`src/rtl/itf_pkg.sv`:
```
`timescale 1ns / 1ps

package itf_pkg;

    // Input item layout in s_tdata, lowest bit first.
    localparam int IN_W        = 96;
    localparam int VALUE_LSB   = 0;
    localparam int FLAGS_LSB   = 64;
    localparam int BASE_LSB    = 71;
    localparam int SIZE_LSB    = 73;
    localparam int WIDTH_LSB   = 75;
    localparam int PREC_LSB    = 82;

    // Flag bit positions.
    localparam int F_ZERO  = 0;
    localparam int F_LEFT  = 1;
    localparam int F_PLUS  = 2;
    localparam int F_SPACE = 3;
    localparam int F_ALT   = 4;
    localparam int F_SGN   = 5;
    localparam int F_UPPER = 6;

    // Radix selector codes; anything else is hexadecimal.
    localparam logic [1:0] BASE_DEC = 2'd0;
    localparam logic [1:0] BASE_OCT = 2'd1;

    // Argument size codes.
    localparam logic [1:0] SIZE_8  = 2'd0;
    localparam logic [1:0] SIZE_16 = 2'd1;
    localparam logic [1:0] SIZE_32 = 2'd2;

    // Digit store: 22 nibbles cover 64 bits in octal, decimal and hex.
    localparam int DIG_N = 22;
    localparam int DIG_W = DIG_N * 4;

    localparam int MAX_FIELD_WIDTH = 64;
    localparam int RESULT_LIMIT    = 64;
    localparam int QDEPTH          = 2;

    // ASCII codes used by the formatter.
    localparam logic [7:0] CH_SPACE = 8'h20;
    localparam logic [7:0] CH_PLUS  = 8'h2B;
    localparam logic [7:0] CH_MINUS = 8'h2D;
    localparam logic [7:0] CH_ZERO  = 8'h30;
    localparam logic [7:0] CH_UX    = 8'h58;
    localparam logic [7:0] CH_LX    = 8'h78;
    localparam logic [7:0] CH_UA    = 8'h41;
    localparam logic [7:0] CH_LA    = 8'h61;

    // One conversion as handed from the front end to the emitter.
    // Character positions: [0,a) spaces, [a,b) prefix, [b,d) zeros,
    // [d,e) digits from the most significant, [e,f) spaces.
    typedef struct packed {
        logic [DIG_W-1:0] digits;
        logic [7:0]       p0;
        logic [7:0]       p1;
        logic [7:0]       p2;
        logic             upper;
        logic [6:0]       a;
        logic [6:0]       b;
        logic [6:0]       d;
        logic [6:0]       e;
        logic [6:0]       f;
    } t_desc;

    // ASCII text of one digit value.
    function automatic logic [7:0] digit_char(input logic [3:0] dig, input logic up);
        logic [7:0] res;
        if (dig < 4'd10) begin
            res = CH_ZERO + {4'b0, dig};
        end else begin
            res = (up ? CH_UA : CH_LA) + {4'b0, dig} - 8'd10;
        end
        return res;
    endfunction

endpackage

```
`src/rtl/itf_front.sv`:
```
`timescale 1ns / 1ps

module itf_front (
    input  logic                 i_clk,
    input  logic                 i_rst_n,
    input  logic                 i_valid,
    output logic                 o_ready,
    input  logic [itf_pkg::IN_W-1:0] i_data,
    output logic                 o_push_valid,
    input  logic                 i_push_ready,
    output itf_pkg::t_desc       o_push_data
);

    localparam logic [2:0] S_IDLE = 3'd0;
    localparam logic [2:0] S_CONV = 3'd1;
    localparam logic [2:0] S_SCAN = 3'd2;
    localparam logic [2:0] S_FIN1 = 3'd3;
    localparam logic [2:0] S_FIN2 = 3'd4;
    localparam logic [2:0] S_PUSH = 3'd5;

    logic [2:0]  r_state, n_state;
    logic [5:0]  r_cnt, n_cnt;
    logic [63:0] r_sh, n_sh;
    logic [itf_pkg::DIG_W-1:0] r_dig, n_dig;
    logic [4:0]  r_idx, n_idx;
    logic        r_left, r_zp, r_upper;
    logic [6:0]  r_prec, r_fw;
    logic [1:0]  r_plen;
    logic [7:0]  r_p0, r_p1, r_p2;
    logic [6:0]  r_nd, r_ndt, r_padn;
    itf_pkg::t_desc r_desc;

    // Unpacked input fields.
    logic [63:0] in_value;
    logic [6:0]  in_flags;
    logic [1:0]  in_base;
    logic [1:0]  in_size;
    logic [6:0]  in_fw;
    logic [6:0]  in_prec;

    assign in_value = i_data[itf_pkg::VALUE_LSB +: 64];
    assign in_flags = i_data[itf_pkg::FLAGS_LSB +: 7];
    assign in_base  = i_data[itf_pkg::BASE_LSB +: 2];
    assign in_size  = i_data[itf_pkg::SIZE_LSB +: 2];
    assign in_fw    = i_data[itf_pkg::WIDTH_LSB +: 7];
    assign in_prec  = i_data[itf_pkg::PREC_LSB +: 7];

    logic accept;
    assign o_ready = (r_state == S_IDLE);
    assign accept  = i_valid && o_ready;

    // Truncate, extend and take the magnitude of the argument.
    logic [63:0] ext, mag;
    logic        sgn, negative, is_dec, is_oct, is_hex, alt, has_s;
    logic [7:0]  sch, xch;
    logic [1:0]  plen;
    logic [7:0]  p0, p1, p2;

    always_comb begin
        sgn = in_flags[itf_pkg::F_SGN];
        case (in_size)
            itf_pkg::SIZE_8:  ext = {{56{sgn & in_value[7]}}, in_value[7:0]};
            itf_pkg::SIZE_16: ext = {{48{sgn & in_value[15]}}, in_value[15:0]};
            itf_pkg::SIZE_32: ext = {{32{sgn & in_value[31]}}, in_value[31:0]};
            default:          ext = in_value;
        endcase
        negative = sgn && ext[63];
        mag      = negative ? (~ext + 64'd1) : ext;
    end

    // Prefix: sign character, then the alternate-form radix marker.
    always_comb begin
        is_dec = (in_base == itf_pkg::BASE_DEC);
        is_oct = (in_base == itf_pkg::BASE_OCT);
        is_hex = !is_dec && !is_oct;
        alt    = in_flags[itf_pkg::F_ALT];
        xch    = in_flags[itf_pkg::F_UPPER] ? itf_pkg::CH_UX : itf_pkg::CH_LX;
        has_s  = negative || in_flags[itf_pkg::F_PLUS] || in_flags[itf_pkg::F_SPACE];
        if (negative) begin
            sch = itf_pkg::CH_MINUS;
        end else if (in_flags[itf_pkg::F_PLUS]) begin
            sch = itf_pkg::CH_PLUS;
        end else begin
            sch = itf_pkg::CH_SPACE;
        end
        p0 = itf_pkg::CH_SPACE;
        p1 = itf_pkg::CH_SPACE;
        p2 = itf_pkg::CH_SPACE;
        if (has_s) begin
            p0 = sch;
            if (alt && is_hex) begin
                p1 = itf_pkg::CH_ZERO;
                p2 = xch;
            end else if (alt && is_oct) begin
                p1 = itf_pkg::CH_ZERO;
            end
        end else begin
            if (alt && is_hex) begin
                p0 = itf_pkg::CH_ZERO;
                p1 = xch;
            end else if (alt && is_oct) begin
                p0 = itf_pkg::CH_ZERO;
            end
        end
        plen = {1'b0, has_s} + ((alt && is_hex) ? 2'd2 : (alt && is_oct) ? 2'd1 : 2'd0);
    end

    // Octal and hex digits are direct slices of the magnitude.
    logic [itf_pkg::DIG_W-1:0] oct_dig, hex_dig;
    always_comb begin
        oct_dig = '0;
        hex_dig = '0;
        for (int i = 0; i < itf_pkg::DIG_N - 1; i++) begin
            oct_dig[4*i +: 4] = {1'b0, mag[3*i +: 3]};
        end
        oct_dig[itf_pkg::DIG_W-4 +: 4] = {3'b0, mag[63]};
        for (int i = 0; i < 16; i++) begin
            hex_dig[4*i +: 4] = mag[4*i +: 4];
        end
    end

    // One shift-and-add-3 step of the binary to BCD conversion.
    logic [itf_pkg::DIG_W-1:0] adj;
    always_comb begin
        for (int i = 0; i < itf_pkg::DIG_N; i++) begin
            adj[4*i +: 4] = (r_dig[4*i +: 4] >= 4'd5) ? (r_dig[4*i +: 4] + 4'd3)
                                                      : r_dig[4*i +: 4];
        end
    end

    // Current digit during the leading-zero scan.
    logic [3:0] cur;
    assign cur = r_dig[{r_idx, 2'b00} +: 4];

    // Digit and padding counts.
    logic [6:0] nd, cap, prec_eff, ndt, total, wsat, padn;
    always_comb begin
        nd       = {2'b0, r_idx} + 7'd1;
        cap      = 7'(itf_pkg::RESULT_LIMIT) - {5'b0, r_plen};
        prec_eff = (r_prec > cap) ? cap : r_prec;
        ndt      = (!r_prec[6] && (prec_eff > nd)) ? prec_eff : nd;
        total    = {5'b0, r_plen} + ndt;
        wsat     = (r_fw > 7'(itf_pkg::MAX_FIELD_WIDTH)) ? 7'(itf_pkg::MAX_FIELD_WIDTH) : r_fw;
        padn     = (wsat > total) ? (wsat - total) : 7'd0;
    end

    // Character position boundaries.
    logic [6:0] ba, bb, bd, be, bf;
    always_comb begin
        ba = (!r_left && !r_zp) ? r_padn : 7'd0;
        bb = ba + {5'b0, r_plen};
        bd = bb + ((!r_left && r_zp) ? r_padn : 7'd0) + (r_ndt - r_nd);
        be = bd + r_nd;
        bf = be + (r_left ? r_padn : 7'd0);
    end

    // Sequencer.
    always_comb begin
        n_state = r_state;
        n_cnt   = r_cnt;
        n_sh    = r_sh;
        n_dig   = r_dig;
        n_idx   = r_idx;
        case (r_state)
            S_IDLE: begin
                if (accept) begin
                    n_idx = 5'(itf_pkg::DIG_N - 1);
                    n_sh  = mag;
                    n_cnt = 6'd63;
                    if (is_dec) begin
                        n_dig   = '0;
                        n_state = S_CONV;
                    end else begin
                        n_dig   = is_oct ? oct_dig : hex_dig;
                        n_state = S_SCAN;
                    end
                end
            end
            S_CONV: begin
                n_dig = {adj[itf_pkg::DIG_W-2:0], r_sh[63]};
                n_sh  = {r_sh[62:0], 1'b0};
                n_cnt = r_cnt - 6'd1;
                if (r_cnt == 6'd0) begin
                    n_state = S_SCAN;
                end
            end
            S_SCAN: begin
                if (cur == 4'd0 && r_idx != 5'd0) begin
                    n_idx = r_idx - 5'd1;
                end else begin
                    n_state = S_FIN1;
                end
            end
            S_FIN1: n_state = S_FIN2;
            S_FIN2: n_state = S_PUSH;
            S_PUSH: begin
                if (i_push_ready) begin
                    n_state = S_IDLE;
                end
            end
            default: n_state = S_IDLE;
        endcase
    end

    // Control registers.
    always_ff @(posedge i_clk) begin
        if (!i_rst_n) begin
            r_state <= S_IDLE;
        end else begin
            r_state <= n_state;
        end
    end

    // Working and payload registers.
    always_ff @(posedge i_clk) begin
        r_cnt <= n_cnt;
        r_sh  <= n_sh;
        r_dig <= n_dig;
        r_idx <= n_idx;
        if (accept) begin
            r_left  <= in_flags[itf_pkg::F_LEFT];
            r_zp    <= in_flags[itf_pkg::F_ZERO];
            r_upper <= in_flags[itf_pkg::F_UPPER];
            r_prec  <= in_prec;
            r_fw    <= in_fw;
            r_plen  <= plen;
            r_p0    <= p0;
            r_p1    <= p1;
            r_p2    <= p2;
        end
        if (r_state == S_FIN1) begin
            r_nd   <= nd;
            r_ndt  <= ndt;
            r_padn <= padn;
        end
        if (r_state == S_FIN2) begin
            r_desc.digits <= r_dig;
            r_desc.p0     <= r_p0;
            r_desc.p1     <= r_p1;
            r_desc.p2     <= r_p2;
            r_desc.upper  <= r_upper;
            r_desc.a      <= ba;
            r_desc.b      <= bb;
            r_desc.d      <= bd;
            r_desc.e      <= be;
            r_desc.f      <= bf;
        end
    end

    assign o_push_valid = (r_state == S_PUSH);
    assign o_push_data  = r_desc;

endmodule

```
`src/rtl/itf_queue.sv`:
```
`timescale 1ns / 1ps

module itf_queue (
    input  logic           i_clk,
    input  logic           i_rst_n,
    input  logic           i_push_valid,
    output logic           o_push_ready,
    input  itf_pkg::t_desc i_push_data,
    output logic           o_pop_valid,
    input  logic           i_pop_ready,
    output itf_pkg::t_desc o_pop_data
);

    itf_pkg::t_desc r_mem [itf_pkg::QDEPTH];
    logic       r_wp, r_rp;
    logic [1:0] r_cnt;
    logic       push, pop;

    assign o_push_ready = (r_cnt != 2'(itf_pkg::QDEPTH));
    assign o_pop_valid  = (r_cnt != 2'd0);
    assign push         = i_push_valid && o_push_ready;
    assign pop          = o_pop_valid && i_pop_ready;
    assign o_pop_data   = r_mem[r_rp];

    // Pointers and fill count.
    always_ff @(posedge i_clk) begin
        if (!i_rst_n) begin
            r_wp  <= 1'b0;
            r_rp  <= 1'b0;
            r_cnt <= 2'd0;
        end else begin
            if (push) begin
                r_wp <= ~r_wp;
            end
            if (pop) begin
                r_rp <= ~r_rp;
            end
            r_cnt <= r_cnt + {1'b0, push} - {1'b0, pop};
        end
    end

    // Entry storage.
    always_ff @(posedge i_clk) begin
        if (push) begin
            r_mem[r_wp] <= i_push_data;
        end
    end

endmodule

```
`src/rtl/itf_back.sv`:
```
`timescale 1ns / 1ps

module itf_back (
    input  logic           i_clk,
    input  logic           i_rst_n,
    input  logic           i_pop_valid,
    output logic           o_pop_ready,
    input  itf_pkg::t_desc i_pop_data,
    output logic           o_valid,
    input  logic           i_ready,
    output logic [7:0]     o_char,
    output logic           o_last
);

    itf_pkg::t_desc r_desc;
    logic       r_act;
    logic [6:0] r_k;
    logic       r_ov;
    logic [7:0] r_ch;
    logic       r_last;

    logic       load, step, last_now;
    logic [6:0] poff, didx;
    logic [3:0] dig;
    logic [7:0] ch;

    assign o_pop_ready = !r_act;
    assign load        = !r_act && i_pop_valid;
    assign step        = r_act && (!r_ov || i_ready);
    assign last_now    = (r_k == r_desc.f - 7'd1);

    // Character at position r_k of the current conversion.
    always_comb begin
        poff = r_k - r_desc.a;
        didx = r_desc.e - 7'd1 - r_k;
        dig  = r_desc.digits[{didx[4:0], 2'b00} +: 4];
        if (r_k < r_desc.a) begin
            ch = itf_pkg::CH_SPACE;
        end else if (r_k < r_desc.b) begin
            case (poff[1:0])
                2'd0:    ch = r_desc.p0;
                2'd1:    ch = r_desc.p1;
                default: ch = r_desc.p2;
            endcase
        end else if (r_k < r_desc.d) begin
            ch = itf_pkg::CH_ZERO;
        end else if (r_k < r_desc.e) begin
            ch = itf_pkg::digit_char(dig, r_desc.upper);
        end else begin
            ch = itf_pkg::CH_SPACE;
        end
    end

    // Emitter control and output register valid.
    always_ff @(posedge i_clk) begin
        if (!i_rst_n) begin
            r_act <= 1'b0;
            r_ov  <= 1'b0;
            r_k   <= 7'd0;
        end else begin
            if (load) begin
                r_act <= 1'b1;
                r_k   <= 7'd0;
            end else if (step) begin
                r_k <= r_k + 7'd1;
                if (last_now) begin
                    r_act <= 1'b0;
                end
            end
            if (step) begin
                r_ov <= 1'b1;
            end else if (i_ready) begin
                r_ov <= 1'b0;
            end
        end
    end

    // Payload registers.
    always_ff @(posedge i_clk) begin
        if (load) begin
            r_desc <= i_pop_data;
        end
        if (step) begin
            r_ch   <= ch;
            r_last <= last_now;
        end
    end

    assign o_valid = r_ov;
    assign o_char  = r_ch;
    assign o_last  = r_last;

    // The position counter stays inside the conversion.
    a_k_range: assert property (@(posedge i_clk) disable iff (!i_rst_n)
        r_act |-> (r_k < r_desc.f))
        else $error("character position beyond end of conversion");

    // Region boundaries are ordered and at least one digit is present.
    a_bounds: assert property (@(posedge i_clk) disable iff (!i_rst_n)
        r_act |-> ((r_desc.a <= r_desc.b) && (r_desc.b <= r_desc.d) &&
                   (r_desc.d < r_desc.e) && (r_desc.e <= r_desc.f)))
        else $error("conversion regions out of order");

    // The final character ends the conversion and is marked in the output.
    a_last: assert property (@(posedge i_clk) disable iff (!i_rst_n)
        (step && last_now) |=> (!r_act && r_ov && r_last))
        else $error("last character did not close the conversion");

endmodule

```
`src/rtl/integer_to_text_formatter_unit.sv`:
```
`timescale 1ns / 1ps

// Integer to text formatter: printf-style conversion of one integer argument.
// Input stream (s_*): one transfer carries the value and its conversion
// settings in s_tdata. Output stream (m_*): one ASCII character per transfer,
// with m_tlast high on the final character of each conversion.
// A front end truncates and extends the argument, builds the prefix and the
// digits, then counts leading zeros; a two-entry queue hands the finished
// conversion to an emitter that sends one character per cycle while the
// receiver is ready. In the front end, decimal digits come from a
// shift-and-add-3 conversion and octal or hex digits are direct slices of
// the magnitude; a leading-digit scan follows, then the states S_FIN1 and
// S_FIN2 compute the layout and S_PUSH hands it to the queue.
// A new input transfer is taken only once the front end is idle again, after
// it has handed the previous conversion to the queue.
// The emitter loads a conversion from the queue and then sends its
// characters in order; the front end runs on the next item meanwhile.
// Reset clears all control state; no conversion survives it. When the
// receiver stalls, the held character stays on m_tdata, the emitter waits,
// the queue fills and s_tready drops once the front end cannot hand over.
module integer_to_text_formatter_unit (
    input  logic                     i_clk,
    input  logic                     i_rst_n,
    input  logic                     s_tvalid,
    output logic                     s_tready,
    // value[63:0], flag_bits[70:64], base_select[72:71], arg_size[74:73],
    // field_width[81:75], precision[88:82], zeros[95:89]
    input  logic [itf_pkg::IN_W-1:0] s_tdata,
    output logic                     m_tvalid,
    input  logic                     m_tready,
    // char_out[7:0]
    output logic [7:0]               m_tdata,
    output logic                     m_tlast
);

    logic           push_valid, push_ready, pop_valid, pop_ready;
    itf_pkg::t_desc push_data, pop_data;

    itf_front u_front (
        .i_clk        (i_clk),
        .i_rst_n      (i_rst_n),
        .i_valid      (s_tvalid),
        .o_ready      (s_tready),
        .i_data       (s_tdata),
        .o_push_valid (push_valid),
        .i_push_ready (push_ready),
        .o_push_data  (push_data)
    );

    itf_queue u_queue (
        .i_clk        (i_clk),
        .i_rst_n      (i_rst_n),
        .i_push_valid (push_valid),
        .o_push_ready (push_ready),
        .i_push_data  (push_data),
        .o_pop_valid  (pop_valid),
        .i_pop_ready  (pop_ready),
        .o_pop_data   (pop_data)
    );

    itf_back u_back (
        .i_clk       (i_clk),
        .i_rst_n     (i_rst_n),
        .i_pop_valid (pop_valid),
        .o_pop_ready (pop_ready),
        .i_pop_data  (pop_data),
        .o_valid     (m_tvalid),
        .i_ready     (m_tready),
        .o_char      (m_tdata),
        .o_last      (m_tlast)
    );

endmodule

```
`config.mk`:
```
export PLATFORM = sky130hd
export DESIGN_NAME = integer_to_text_formatter_unit
export DESIGN_NICKNAME = d
export VERILOG_FILES = /design/src/rtl/itf_pkg.sv /design/src/rtl/itf_front.sv /design/src/rtl/itf_queue.sv /design/src/rtl/itf_back.sv /design/src/rtl/integer_to_text_formatter_unit.sv
export SDC_FILE = /design/constraint.sdc
export NUM_CORES = 1
export LEC_CHECK = 0
export ABC_AREA = 1
export BUFFER_PORTS_ARGS = -buffer_cell sky130_fd_sc_hd__buf_2
export CAP_MARGIN = 20
export CORE_MARGIN = 2
export CORE_UTILIZATION = 30
export CTS_CLUSTER_SIZE = 14
export DETAILED_ROUTE_END_ITERATION = 7
export GPL_ROUTABILITY_DRIVEN = 0
export GPL_TIMING_DRIVEN = 0
export PLACE_DENSITY = 0.41
export REMOVE_ABC_BUFFERS = 1
export SETUP_SLACK_MARGIN = 0.4
export SYNTH_ARGS = -nofsm -noshare
export SYNTH_HDL_FRONTEND = slang
export SYNTH_SLANG_ARGS = --single-unit
```
`constraint.sdc`:
```
create_clock -name i_clk -period 10.4 [get_ports i_clk]
set_input_delay 1.56 -clock i_clk [delete_from_list [all_inputs] [get_ports i_clk]]
set_output_delay 1.56 -clock i_clk [all_outputs]
set_load 0.05 [all_outputs]
```
==> results of run 1 <==
==> per-layer routing <==
layer,share of wire,track usage,wire length (µm)
met1,0.49,0.222,48200
met4,0.025,0.0477,2460
met3,0.038,0.0231,3790
met5,0.00013,0,13
met2,0.45,0.246,44000
==> synth_stat cells (4+ instances only) <==
library cell	n	area share
nand2_1	1108	0.11
edfxtp_1	751	0.61
inv_1	371	0.037
nor2_1	289	0.029
nand3_1	208	0.028
o21ai_0	188	0.025
ha_1	126	0.042
a21oi_1	124	0.017
clkbuf_1	70	0.0071
nand4_1	62	0.010
xor2_1	56	0.013
o211ai_1	29	0.0059
o21ai_1	26	0.0035
fa_1	18	0.0097
buf_2	17	0.0023
nor3_1	17	0.0023
xnor2_1	17	0.0040
dfxtp_1	16	0.0086
buf_1	14	0.0014
nand3b_1	13	0.0026
o31ai_1	13	0.0026
a31oi_1	12	0.0020
nand2_2	12	0.0020
or2_2	10	0.0017
a211oi_1	8	0.0016
a21o_1	8	0.0016
buf_4	7	0.0014
and2_1	6	0.0010
buf_6	6	0.0018
inv_2	6	0.00061
nor2_2	6	0.0010
o22ai_1	6	0.0010
nor2_4	5	0.0015
o21a_1	5	0.0010
nand3_2	4	0.0011
nor3b_1	4	0.00081
o21ai_2	4	0.00094
o221ai_1	4	0.00094
==> where the power goes <==
| part | internal [µW] | switching [µW] | leakage (µW) |
|---|---|---|---|
| sequential | 4460 | 440 | 0.00707 |
| clock | 1800 | 1290 | 0.00137 |
| combinational | 1470 | 3140 | 0.00912 |
==> per-stage QoR <==
step	cell area, µm²	util
finish	43100	0.349
global placement	39200	0.318
detailed placement	40200	0.326
floorplan	36700	-
CTS	43100	0.349
global route	43100	0.349
==> cell type report <==
type / instances / area share
clock inverters: 49 / 0.0122
well taps: 1637 / 0.0475
multi-input cells: 2413 / 0.289
flip-flops and latches: 767 / 0.531
diodes: 1 / 0.0000581
inverters: 380 / 0.0334
clock buffers: 115 / 0.0544
repair buffers: 141 / 0.0328
==> critical path: cells and delay by family (launching register included) <==
kind | cells | cell delay (ps)
flops | 1 | 520
compound gates | 8 | 1550
simple gates | 19 | 1720
xor+xnor | 1 | 170
buf+inv | 5 | 650
fa+ha+maj | 6 | 1820
==> cell families (layout without fill, tap and decap cells) <==
| kind of cell | Yosys count | count (layout) |
|---|---|---|
| simple gates | 1755 | 1755 |
| flops | 767 | 767 |
| buf+inv | 494 | 685 |
| compound gates | 437 | 437 |
| fa+ha+maj | 144 | 144 |
| xor+xnor | 76 | 76 |
| other cells | 1 | 2 |
==> final timing paths <==
path	startpoint	to	depth (start not counted)
max reg2reg	u_front.r_plen[1]	u_front.r_padn[0]	39
min	u_front.r_p0[0]	u_front.o_push_data[55]	0
max	u_front.r_plen[1]	u_front.r_padn[0]	39
min reg2reg	u_front.r_p0[0]	u_front.o_push_data[55]	0
==> sequential cells by signal, summed over array words and instances, names as in the netlist, 2 cells and up <==
name / count
u_front.r_p0: 4
u_front.o_push_data: 133
u_front.r_ndt: 7
u_queue.r_mem: 266
u_front.r_fw: 7
u_front.r_p2: 2
u_front.r_cnt: 6
u_front.r_idx: 5
u_back.r_desc: 133
u_front.r_prec: 7
u_front.r_sh: 64
u_back.o_char: 7
u_back.r_k: 7
u_front.r_dig: 88
u_front.r_padn: 7
u_front.r_p1: 3
u_front.r_state: 3
u_front.r_plen: 2
u_front.r_nd: 6
u_queue.r_cnt: 2
==> key figures, run 1 <==
GRT
  – Pin count of the biggest net entering global routing: 118
  – Vias in the first global route: 24600
  – First-pass GRT wire length: 151 mm
  – Initial antenna violation count: 4
  – GR Util All Layers: 0.156
  – Grt ovf: 0

Finish
  – Multi-input logic area: 12400 µm²
  – Commonest cells after routing, fill and taps aside: 1106 x nand2_1, 751 x edfxtp_1, 368 x inv_1
  – Fin nets: 4036
  – Layout fillers: 12500
  – Post-Layout Cell Count: 5503
  – Fraction of layout cells with a size suffix above 1: 0.0864
  – Synth-to-Final Area Change: 15.9%
  – Commonest non-fill, non-tap cell in the layout: nand2_1
  – Register area: 22900 µm²

Yosys
  – Post-synthesis mux area share: 0
  – Synth Area in Compound Gates: 0.0655
  – Adder-cell share of the synthesized area: 0.0521
  – Largest family of logic cells by synthesized area: simple AND/OR/NAND/NOR gates
  – Yosys warning count: 0
  – Yosys reg bits: 767
  – Synth cell types: 57
  – Synthesized area: 37200 µm²
  – Synthesized area per cell: 10.1 µm²
  – XOR/XNOR Fraction of Synth Area: 0.0185
  – Main synth FF type: edfxtp_1
  – Post-synthesis sequential area ratio: 0.615
  – EDFF count, synth: 751
  – Synth async-reset ratio: 0
  – Synthesized instance count: 3674
  – Simple-Gate Fraction of Synth Area: 0.196

Timing
  – # setup viols final: 0
  – Max-slew violation count: 0
  – Tmin final: 6750 ps
  – Min setup slack post-route: 3650 ps
  – Slew HR: 0.248
  – Actual slew at the worst max-slew pin: 1130 ps
  – RSZ-0062 raised after global routing: no
  – Fin Hold WS: 403 ps
  – F_max: 148 MHz
  – Hold Vio Cnt, Final: 0
  – TNS Setup: 0 ps
  – Final worst-path cycle share: 0.649
  – Clock skew: 34.9 ps

Pwr
  – Overall power: 12600 µW
  – Leakage: 0.0176 µW
  – Power per cell area: 292 nW/µm²
  – VDD IR-drop max: 0.000143 V

Floorplanning
  – Total die area: 127000 µm²
  – Placeable core region: 123000 µm²
  – Row cnt: 129
  – Die X: 356 µm
  – Initial core utilization: 0.302
  – Die height: 356 µm
  – Number of I/O pins: 111

Critical path
  – Cell repeated most along the worst path: nand2_1
  – Startpoint Class: flip-flop
  – Setup crit end kind: flip-flop
  – Data arrival, critical path: 7150 ps
  – Slowest stage delay, CP: 520 ps
  – Setup CP Type: reg -> reg
  – Slowest cell on the critical path: edfxtp_1
  – Crit-path max FO: 9
  – R2R Setup Slk: 3650 ps
  – CP required: 10790 ps

Route
  – Starting DRT DRC Count: 1742
  – DR vias/cell: 4.55
  – Detailed Route WL: 98.4 mm
  – Wirelength per Cell: 17.9 µm
  – Post-DRT Antenna Nets: 0
  – TritonRoute pass-1 iters: 5
  – Vias: 25000
  – Drc violations: 0

Placement
  – Worst slack, placed: 3580 ps
  – Inst Count DP: 5338
  – Detail Placement HPWL: 69.6 mm
  – Port bufs: 102

Clocking
  – CTS Root Cell: clkbuf_16
  – TritonCTS clock tree: done
  – Clock Latency Late Sink: 680 ps
  – Cts hold-fix bufs: 0
  – H-tree levels: 3
  – Clock-pin slew on the worst setup and hold paths: 60 ps
  – CTS buffer count: 89
  – CTS resizes: 0
  – Clock Tree Buf Depth: 3
  – Setup bufs post-CTS: 0
  – CTS Sinks: 767

Min path
  – Hold Path Class: reg -> reg

Job
  – Max_cap viols: 0

Run status
  – Status: finished, final reports clean
Power figures use the tool's default switching activity.
==> inputs of run 2 (changes only) <==
ABC_AREA = 0   (was 1)
clock period = 6.5 ns   (was 10.4 ns; I/O delays follow)
==> run 2 against run 1 <==
Total power grew 38%. Sequential cell count is the same. Global-route usage is 0.92 points lower. Largest cell class unchanged. Register-to-register slack lost 3000 ps. Design area down 2.6%. First-iteration DRC count decreased by 23%. Via count is 14% lower. Worst setup slack lost 3000 ps.
==> key figures, run 2 <==
Clocking
  – CTS Root Cell: clkbuf_16
  – Clock-pin slew on the worst setup and hold paths: 60 ps (about the same)
  – TritonCTS clock tree: done
  – Clock Latency Late Sink: 660 ps (-20 ps)
  – Cts hold-fix bufs: 0 (unchanged)
  – H-tree levels: 3 (unchanged)
  – CTS Sinks: 767 (unchanged)
  – CTS buffer count: 88 (-1.1%)
  – Clock Tree Buf Depth: 3 (unchanged)

Critical path
  – CP required: 6900 ps (-3890 ps)
  – Setup CP Type: reg -> reg
  – Cell repeated most along the worst path: ha_1
  – R2R Setup Slk: 640 ps (-3000 ps)
  – Crit-path max FO: 7 (-2)
  – Startpoint Class: flip-flop
  – Data arrival, critical path: 6250 ps (-900 ps)
  – Setup crit end kind: flip-flop
  – Crit path buf inv count: 3 (-2)
  – Slowest stage delay, CP: 540 ps (+20 ps)
  – Critical R2R Launch: u_front.r_plen[1]
  – Delay-heaviest family, CP: compound AO/OA/AOI/OAI gates
  – Worst R2R Path Depth: 28 (-28%)
  – Slowest cell on the critical path: fa_2
  – Capturing point of the worst reg2reg path: u_front.r_padn[0]

Yosys
  – Top-count cell post-synth: edfxtp_1
  – Yosys warning count: 0 (unchanged)
  – Synthesized instance count: 2637 (-28%)
  – Synth top area share: 0.628 (+0.0219)
  – Yosys reg bits: 767 (unchanged)
  – Synthesized area: 35900 µm² (-3.5%)
  – Largest cells by area after synthesis: edfxtp_1 63%, mux2_2 4.5%, ha_1 4.4%
  – Post-synthesis sequential area ratio: 0.637 (+0.0222)
  – Top cells by count, synth: 751 x edfxtp_1, 194 x nand2_1, 181 x a21oi_1, 151 x nor2_1, 148 x inv_1
  – Main synth FF type: edfxtp_1
  – Synthesized area per cell: 13.6 µm² (+34%)
  – Synth async-reset ratio: 0 (unchanged)
  – Synth cell types: 99 (+74%)
  – Area leader, netlist: edfxtp_1
  – EDFF count, synth: 751 (unchanged)

Route
  – Starting DRT DRC Count: 1350 (-23%)
  – Detailed Route WL: 89.8 mm (-8.7%)
  – Vias: 21600 (-14%)
  – DR vias/cell: 4.85 (+6.7%)
  – Wirelength per Cell: 20.2 µm (+13%)
  – Drc violations: 0 (unchanged)
  – TritonRoute pass-1 iters: 5 (unchanged)
  – Post-DRT Antenna Nets: 0 (unchanged)

Pwr
  – Power per cell area: 413 nW/µm² (+41%)
  – Overall power: 17300 µW (+38%)
  – VDD IR-drop max: 0.000270 V (+89%)
  – Leakage: 0.0146 µW (-17%)

Placement
  – Worst slack, placed: -715 ps (-4290 ps)
  – Inst Count DP: 4283 (-20%)
  – Detail Placement HPWL: 62.4 mm (-10%)
  – Port bufs: 102 (unchanged)

Finish
  – Commonest non-fill, non-tap cell in the layout: edfxtp_1
  – Commonest cells after routing, fill and taps aside: 751 x edfxtp_1, 192 x nand2_1, 177 x a21oi_1
  – Post-Layout Cell Count: 4458 (-19%)
  – Final core occ: 0.354 (+0.00493)
  – Layout fillers: 11400 (-8.8%)
  – Fraction of layout cells with a size suffix above 1: 0.184 (+0.0977)
  – Register area: 22900 µm² (unchanged)
  – Multi-input logic area: 12200 µm² (-1.8%)
  – Max reg flops: 266 (unchanged)
  – Top reg by flops: u_queue.r_mem
  – Fin nets: 3025 (-25%)
  – Synth-to-Final Area Change: 16.9%

Timing
  – F_max: 171 MHz (+15%)
  – RSZ-0062 raised after global routing: yes
  – Tmin final: 5860 ps (-899 ps)
  – Actual slew at the worst max-slew pin: 1280 ps (+150 ps)
  – Final worst-path cycle share: 0.901 (+0.251)
  – Clock skew: 31.1 ps (-3.82 ps)
  – Max-slew violation count: 0 (unchanged)
  – # setup viols final: 0 (unchanged)
  – Slew HR: 0.147 (-0.100)
  – Min setup slack post-route: 645 ps (-3000 ps)
  – Hold Vio Cnt, Final: 0 (unchanged)
  – Fin Hold WS: 420 ps (+17.5 ps)

GRT
  – Pin count of the biggest net entering global routing: 87 (-26%)
  – Initial antenna violation count: 3 (-1)
  – First-pass GRT wire length: 137 mm (-9.1%)
  – GR Util All Layers: 0.147 (-0.00921)
  – Vias in the first global route: 22100 (-10%)
  – Grt ovf: 0 (unchanged)

Min path
  – Hold path start: u_front.r_p0[2]
  – Hold EP: u_front.o_push_data[54]
  – Hold path depth: 0 (unchanged)
  – Hold Path Class: reg -> reg

Floorplanning
  – Die height: 350 µm (-1.7%)
  – Total die area: 122000 µm² (-3.4%)
  – Row cnt: 126 (-2.3%)
  – Placeable core region: 118000 µm² (-4.0%)
  – Number of I/O pins: 111 (unchanged)
  – Initial core utilization: 0.303 (+0.00157)
  – Die X: 350 µm (-1.7%)

Run status
  – Status: finished, final reports clean

Job
  – Max_cap viols: 0 (unchanged)
==> run 2: per-stage QoR <==
step | setup TNS [ps] | instance area [µm²]
finish | 0 | 42000
global route | 0 | 42000
CTS | 0 | 41800
detailed placement | -4730 | 38800
global placement | -3620040 | 37900
floorplan | -800260 | 35400
==> run 2: worst max-delay path by stage <==
stage,to,slack (ps),cells after the start,from
5_1_grt,u_front.r_padn[2],310,28,u_front.r_plen[1]
6_report,u_front.r_padn[0],640,28,u_front.r_plen[1]
3_5_place_dp,u_front.r_padn[0],-710,28,u_front.r_plen[1]
3_3_place_gp,u_front.o_push_data[67],-11480,1,u_front.r_state[2]
2_1_floorplan,u_front.o_push_data[0],-4490,1,u_front.r_state[2]
4_1_cts,u_front.o_push_data[6],410,22,u_front.r_left
==> run 2: worst register-to-register path, delay by kind of cell, from the launching register on <==
kind	cells	cell delay, ps
flops	1	450
simple gates	6	900
compound gates	12	1980
buf+inv	3	180
mux	1	320
fa+ha+maj	6	1760
==> run 2: cell type report <==
cell class | instances | share of cell area
diodes | 1 | 0.0000596
clock buffers | 105 | 0.0557
clock inverters | 61 | 0.0142
inverters | 150 | 0.0136
multi-input cells | 1623 | 0.291
flip-flops and latches | 767 | 0.545
well taps | 1600 | 0.0477
repair buffers | 151 | 0.0324
==> run 2: per-layer routing <==
metal | share of wire | track usage
met5 | 0.00031 | 0
met4 | 0.020 | 0.0440
met3 | 0.047 | 0.0263
met2 | 0.48 | 0.245
met1 | 0.45 | 0.195
==> run 2: kinds of logic after synthesis <==
logic type      Yosys count  share of synthesized area
simple gates            641                     0.0885
flops                   767                      0.637
fa+ha+maj               144                     0.0540
mux                     191                     0.0677
compound gates          518                     0.0920
other cells               1                   0.000105
xor+xnor                128                     0.0317
buf+inv                 247                     0.0287
==> run 2: what timing repair did <==
item                       in CTS  in global routing
setup endpoints to repair       8                  8
pin swaps                       2                  3
resized for setup              17                 26
buffers inserted                4                  3
==> run 2: where the power goes <==
part	total, µW	internal, µW	switching [µW]
clock	5000	2950	2050
sequential	7140	6610	528
combinational	5190	2080	3110
